===== config.mk =====
export PLATFORM = sky130hd
export DESIGN_NAME = srw_ram
export DESIGN_NICKNAME = d
export VERILOG_FILES = /design/src/sv/srw_ram.sv
export SDC_FILE = /design/constraint.sdc
export NUM_CORES = 1
export LEC_CHECK = 0
export BUFFER_PORTS_ARGS = -buffer_cell sky130_fd_sc_hd__buf_4
export CORE_MARGIN = 10
export CORE_UTILIZATION = 45
export CTS_BUF_LIST = sky130_fd_sc_hd__clkbuf_8 sky130_fd_sc_hd__clkbuf_16
export CTS_CLUSTER_SIZE = 14
export DETAILED_ROUTE_END_ITERATION = 10
export GPL_TIMING_DRIVEN = 0
export PLACE_DENSITY = 0.61
export SYNTH_ARGS = -nofsm -noshare
export SYNTH_HDL_FRONTEND = slang
export SYNTH_SLANG_ARGS = --single-unit
export TNS_END_PERCENT = 1

===== constraint.sdc =====
create_clock -name clk -period 2 [get_ports clk]
set_input_delay 0.1 -clock clk [delete_from_list [all_inputs] [get_ports clk]]
set_output_delay 0.1 -clock clk [all_outputs]
set_load 0.005 [all_outputs]

===== src/sv/srw_ram.sv =====
// srw_ram: generic single write port, single read port ram with registered read
// no dependencies
module srw_ram #(
	parameter int WIDTH = 8,
	parameter int DEPTH = 16
) (
	input  logic                                      clk,
	input  logic                                      we,
	input  logic [((DEPTH > 1) ? $clog2(DEPTH) : 1)-1:0] waddr,
	input  logic [WIDTH-1:0]                          wdata,
	input  logic [((DEPTH > 1) ? $clog2(DEPTH) : 1)-1:0] raddr,
	output logic [WIDTH-1:0]                          rdata
);

	logic [WIDTH-1:0] mem_q [DEPTH];

	always_ff @(posedge clk) begin
		if (we) begin
			mem_q[waddr] <= wdata;
		end
		rdata <= mem_q[raddr];
	end

endmodule


Word-level counts from Yosys, hierarchy flattened
Memory sizes are Yosys's and may differ from the RTL's. A register that Yosys moved wholly into a read port is not among the register bits.
Index checks and enable logic that the tools add are counted.
{"block": "totals", "register_bits": 0, "mem_bits_rw": 128, "input_bits": 18, "out_inout_bits": 8, "n_memories": 1}
{"block": "classes", "n_mux": 2}
{"name": "mem_q", "depth": 16, "word_bits": 8, "read_ports": 1, "rd_ports_with_merged_regs": 1, "wr": 1, "line": "15", "text": "logic [WIDTH-1:0] mem_q [DEPTH];"}
{"cell": "2-to-1 mux 1 bit", "n": 2}

Logic depth before layout (Yosys ltp)
Gate-level depths: netlist of run 1.
{"block": "logic_depth", "word_depth": 2, "ltp_mapped": 5}

Worst setup path before layout of run 1
Ideal clock, no wire load.
{"block": "synth_timing", "kind": "input-to-reg", "startpoint": "in waddr[2] (netlist name)", "endpoint": "mem mem_q[0][0], enable pin", "setup_time_ns": 0.383, "t_arrival_ns": 1.210, "required_time_ns": 1.617, "path_slack_ns": 0.407, "cell_stages": 2, "n_path_buf": 0, "path_cell_list": "or3b_2 > nor3_1"}
{"item": "start: declaration", "line": "9", "text": "input logic [((DEPTH > 1) ? $clog2(DEPTH) : 1)-1:0] waddr,"}
{"item": "end: declaration", "line": "15"}
No word-level cell before the write port.

Worst setup path in the final report of run 1
{"block": "layout_timing", "startpoint": "in waddr[2] (netlist name)", "endpoint": "mem mem_q[0][7], enable pin"}
No word-level cell before the write port.

==> impl_metrics.yaml, run 1 <==
run_status:
  status: "complete, no violations"
grt:
  gr-total-overflow: 0
  grt_pass1_vias: 2389
  gr-usage-all-layers_pct: 12.7
  grt_antenna_before_repair: 0
  grt_pass1_wl_um: 14600
  grt_start_max_net_pins: 17
logic_synthesis:
  syn-instance-count: 229
  post_synth_num_cell_types: 19
  synth_seq_area_share_pct: 77.8
  synth_largest_area_cell: "edfxtp_1"
  post_synth.cell_area_avg_um2: 22.5
  syn_nets: 247
  netlist_area_um2: 5150
  synthTopCellsByArea: "edfxtp_1 (75%), mux4_2 (7.9%), mux4_1 (7.1%)"
  yosys_register_bits: 136
  synth_top_area_share_pct: 74.7
  yosys_warnings: 0
placed_design:
  place.detailed.instances: 393
  finalWeightedCongestion: 0.753
  total_of_buffers_placed_on_input_and_output_ports: 24
  dp_hpwl_um: 6210
routing:
  number_of_vias_per_cell: 5.54
  drc: 0
  detailroute.via_count: 2364
  first_iter_violations: 198
  drt_first_pass_iters: 4
  route.layer.met1.wl_um: 4200
  routed.top_layer: "met4"
  wl_um: 9770
  route.met3.wl_um: 685
  route.detailed.wl_per_inst_um: 22.9
  dr_wl_met2_um: 4690
  drt_antenna_net_count: 0
sta:
  clock-skew-final_ps: 6.43
  finalSetupViolCount: 0
  worst_pin_slew_ps: 1350
  hold_slack_ps: 9.34
  final_hold_viol_count: 0
  setup_repair_after_global_routing_missed_its_margin: "false"
  min_period_over_period_pct: 88.9
  finalMaxSlewViolations: 0
  fmax_ghz: 0.562
  max_slew_margin_vs_limit_pct: 9.25
  period_minus_slack_ps: 1780
critical_path:
  worst-setup-path-type: "in2reg"
  setup.worst_path.start: "waddr[2]"
  setup.worst_path.start_class: "primary input"
  critPathCaptureType: "register"
  critical_path.max_fanout: 8
  critPathBufInv: 1
  critical_path.endpoint: "mem_q[0][7]$_DFFE_PP_"
  r2r_start: "mem_q[6][0]$_DFFE_PP_"
  number_of_cells_on_the_worst_reg_to_reg_path: 3
  worst-path-stages: 3
  crit_path_max_incr_delay_ps: 1050
  regToRegEndpoint: "rdata[0]$_DFF_P_"
  required_time_of_the_critical_path_ps: 2020
  cp_data_arrival_time_ps: 1800
  slowest_stage_cell_crit_path: "nor3_1"
  path_delay_family: "simple AND/OR/NAND/NOR gates"
  cp_cell_sequence: "buf_4, or3b_2, nor3_1"
  setup.reg_to_reg.worst_slack_ps: 530
cts:
  clockBufferDepth: 2
  cts_setup_buffers: 0
  clkSinkCount: 136
  cts_root_buf: "clkbuf_16"
  tritoncts: "done"
  max_h_tree_level: 4
  cts.clk_slew.worst_paths_ps: 60
  cts-resized-gates: 0
  cts_buffers: 17
  worst_skew_pair.late_latency_ps: 420
power:
  cell_internal_pwr_mw: 5.62
  power_switching_share_pct: 18.4
  pwr-share-clk_pct: 48.9
  power_leakage_nw: 2.10
  post-layout-total-power_mw: 6.89
  p_sw_mw: 1.27
  power_frac_seq_pct: 46.5
  vdd_drop_max_mv: 0.448
  power_frac_comb_pct: 4.6
  powerDensity_nw_per_um2: 1120
run:
  maxCapViolCount: 0
finish:
  design.final.nets: 292
  final_cells: 427
  antenna_cells: 0
  most-common-layout-cells: "edfxtp_1 (128), buf_4 (25), mux4_2 (18), clkbuf_16 (17), a22oi_1 (16)"
  final_layout_size_suffix_gt1_share_pct: 28.2
  mostFrequentLayoutCell: "edfxtp_1"
  area_growth_from_synthesis_to_final_layout_pct: 19.9
die:
  initial_cell_density_of_the_core_pct: 46.7
  core-area_um2: 11000
  die-width_um: 127
  pin_count: 26
  placementRows: 38
  die_height_um: 127
  floorplan.die_area_um2: 16100
worst_hold_path:
  min-delay-path-class: "in2reg"
## sequential cells by signal (all words and copies together) (netlist names)
name / flops
rdata: 8
mem_q: 128
## routing by layer
layer | vias to the layer above | GRT usage, %
met5 | - | 0
met4 | 0 | 6.43
met3 | 18 | 3.79
met2 | 77 | 18.7
met1 | 1205 | 16.7
li1 | 1064 | -
## repair_timing
item,CTS,global route
hold buffers,2,0
endpoints found under the hold margin,20,0
setup endpoints to repair,0,0
## area by class of cell
class | count | area (um^2)
Buffer | 10 | 86.3
Clock buffer | 20 | 467
Clock inverter | 12 | 180
Fill cell | 804 | 4860
Multi-Input combinational cell | 83 | 1060
Sequential cell | 136 | 4000
Tap cell | 140 | 175
Timing Repair Buffer | 26 | 200
## worst reg2reg max path, delay by kind of cell (launching register included)
family | cells | cell delay [ps]
DFF | 1 | 370
muxes | 1 | 550
and+or+nand+nor | 1 | 90
AOI/OAI and AO/OA | 1 | 340
## logic make-up after synthesis
logic type      share of synthesized area [%]
buf+inv                                  1.68
compound gates                           2.33
simple gates                             3.18
mux                                      15.0
flops                                    77.8
## worst min-delay path by stage
stage	from	to	slack, ps	cells after the start
floorplan	wdata[0]	mem_q[0][0]$_DFFE_PP_	200	0
global placement	wdata[6]	mem_q[6][6]$_DFFE_PP_	420	1
detailed placement	wdata[6]	mem_q[6][6]$_DFFE_PP_	430	1
CTS	wdata[7]	mem_q[10][7]$_DFFE_PP_	4	1
global route	wdata[3]	mem_q[2][3]$_DFFE_PP_	10	1
finish	wdata[2]	mem_q[15][2]$_DFFE_PP_	9	1
## cell usage after synthesis
library cell	count
nand3_1	1
nand3b_1	2
nand2b_1	2
and2b_1	1
nor2_1	13
and2_1	1
clkdlybuf4s25_2	3
mux4_1	14
or3b_2	1
nor2b_1	1
nor3_1	4
edfxtp_1	128
dfxtp_1	8
a22oi_1	16
buf_4	1
buf_2	3
buf_6	3
mux4_2	18
nand2_1	9
## power groups by stage
stage | Combinational, mW | Clock (mW) | Sequential [mW]
2_1_floorplan | 0.162 | 0 | 3.26
3_3_place_gp | 0.318 | 0 | 3.26
3_5_place_dp | 0.323 | 0 | 3.26
4_1_cts | 0.327 | 3.42 | 3.20
5_1_grt | 0.349 | 3.56 | 3.21
6_report | 0.320 | 3.37 | 3.20
## per-stage QoR
| stage | util (%) | TNS (ps) | cell area [um^2] | setup WS (ps) |
|---|---|---|---|---|
| after global routing | 55.9 | 0 | 6170 | 160 |
| after CTS | 55.9 | 0 | 6170 | 229 |
| after floorplan | - | 0 | 5150 | 407 |
| final | 55.9 | 0 | 6170 | 222 |
| after detailed placement | 49.9 | -1660 | 5500 | -208 |
| after global placement | 49.9 | -1490 | 5500 | -187 |
Note: power is estimated with default switching activity, not from simulation.
==> run 2, diff against run 1 <==
--- a/config.mk
+++ b/config.mk
@@ -13,6 +13,7 @@
 export DETAILED_ROUTE_END_ITERATION = 10
 export GPL_TIMING_DRIVEN = 0
 export PLACE_DENSITY = 0.61
+export REMOVE_ABC_BUFFERS = 1
 export SYNTH_ARGS = -nofsm -noshare
 export SYNTH_HDL_FRONTEND = slang
 export SYNTH_SLANG_ARGS = --single-unit
==> impl_metrics.yaml, run 2 (synthesis results as in run 1) <==
run:
  maxCapViolCount: 0
critical_path:
  regToRegEndpoint: "rdata[5]$_DFF_P_"
  critPathCaptureType: "register"
  r2r_start: "mem_q[1][5]$_DFFE_PP_"
  required_time_of_the_critical_path_ps: 2030
  critPathBufInv: 1
  worst-path-stages: 3
  setup.worst_path.start_class: "primary input"
  path_delay_family: "simple AND/OR/NAND/NOR gates"
  cp_cell_sequence: "buf_4, or3b_2, nor2_1"
  slowest_stage_cell_crit_path: "nor2_1"
  setup.worst_path.start: "waddr[2]"
  critical_path.max_fanout: 8
  number_of_cells_on_the_worst_reg_to_reg_path: 3
  worst-setup-path-type: "in2reg"
  crit_path_max_incr_delay_ps: 680
  cp_data_arrival_time_ps: 1420
  setup.reg_to_reg.worst_slack_ps: 610
grt:
  grt_pass1_wl_um: 14800
  grt_pass1_vias: 2486
  grt_start_max_net_pins: 33
  grt_antenna_before_repair: 0
  gr-usage-all-layers_pct: 12.4
  gr-total-overflow: 0
placed_design:
  place.detailed.instances: 384
  finalWeightedCongestion: 0.729
  dpl_worst_slack_ps: 161
  total_of_buffers_placed_on_input_and_output_ports: 25
  dpl-instance-area_um2: 5440
  dp_hpwl_um: 5880
sta:
  fmax_ghz: 0.719
  finalWorstSetupSlack_ps: 608
  max_slew_margin_vs_limit_pct: 35.6
  setup_tns_after_final_layout_ps: 0
  period_minus_slack_ps: 1390
  min_period_over_period_pct: 69.6
  setup_repair_after_global_routing_missed_its_margin: "false"
  finalMaxSlewViolations: 0
  final_hold_viol_count: 0
  hold_slack_ps: 10.9
  clock-skew-final_ps: 5.26
  finalSetupViolCount: 0
  worst_pin_slew_ps: 963
routing:
  wl_um: 9780
  detailroute.via_count: 2372
  drt_antenna_net_count: 0
  first_iter_violations: 280
  drc: 0
  drt_first_pass_iters: 4
  route.detailed.wl_per_inst_um: 23.3
  number_of_vias_per_cell: 5.66
finish:
  final_cells: 419
  most-common-layout-cells: "edfxtp_1 (128), buf_4 (25), mux4_2 (18), clkbuf_16 (17), a22oi_1 (16)"
  fin_util_pct: 55.5
  n_fill_cell: 842
  final_design_area_no_fill_um2: 6120
  largest_register_ff_count: 128
  area_growth_from_synthesis_to_final_layout_pct: 19.0
  mostFrequentLayoutCell: "edfxtp_1"
  largest-register: "mem_q"
  seqCellArea_um2: 4000
  reg_top3: "mem_q x128, rdata x8"
  multiInputGateArea_um2: 1080
  final_layout_size_suffix_gt1_share_pct: 28.7
  antenna_cells: 0
  design.final.nets: 284
cts:
  max_h_tree_level: 4
  cts_buffers: 17
  cts.clk_slew.worst_paths_ps: 60
  cts_root_buf: "clkbuf_16"
  tritoncts: "done"
  cts-resized-gates: 0
  worst_skew_pair.late_latency_ps: 410
  clkSinkCount: 136
  clockBufferDepth: 2
die:
  floorplan.die_area_um2: 16100
  core-area_um2: 11000
  die-width_um: 127
  pin_count: 26
  die_height_um: 127
  placementRows: 38
  initial_cell_density_of_the_core_pct: 46.7
worst_hold_path:
  min_delay_worst_endpoint: "mem_q[10][0]$_DFFE_PP_"
  whs_path_depth: 1
  min-delay-path-class: "in2reg"
  worst_hold_startpoint: "wdata[0]"
power:
  powerDensity_nw_per_um2: 1120
  vdd_drop_max_mv: 0.611
  power_leakage_nw: 2.04
  post-layout-total-power_mw: 6.85
run_status:
  status: "complete, no violations"
[run 2: how the worst max path moves through the flow]
| stage | end | slack (ps) |
|---|---|---|
| after floorplan | mem_q[0][0]$_DFFE_PP_ | 410 |
| after global placement | mem_q[0][3]$_DFFE_PP_ | -300 |
| after detailed placement | rdata[5]$_DFF_P_ | 160 |
| after CTS | rdata[5]$_DFF_P_ | 590 |
| after global routing | rdata[3]$_DFF_P_ | 530 |
| final | mem_q[1][3]$_DFFE_PP_ | 610 |
[run 2: repair_timing]
item	4_1_cts	5_1_grt
hold endpoints to repair	23	0
buffers inserted	0	0
hold buffers	3	0
[run 2: power by group]
part	internal, mW	switching [mW]	total [mW]
combinational	0.136	0.164	0.300
sequential	3.19	0.0157	3.20
clock	2.22	1.13	3.35
[run 2: cell type report]
| class | count | share of cell area, % |
|---|---|---|
| clock buffers | 21 | 7.85 |
| clock inverters | 11 | 2.76 |
| multi-input cells | 83 | 17.6 |
| flip-flops and latches | 136 | 65.4 |
| well taps | 140 | 2.86 |
| repair buffers | 28 | 3.56 |
[run 2: metal layers]
layer / track usage [%] / share of wire [%] / vias to the layer above
met2: 19.6 / 49 / 63
met1: 15.8 / 44 / 1252
met5: 0 / 0 / -
li1: - / - / 1048
met3: 3.71 / 5.2 / 9
met4: 4.96 / 1.4 / 0
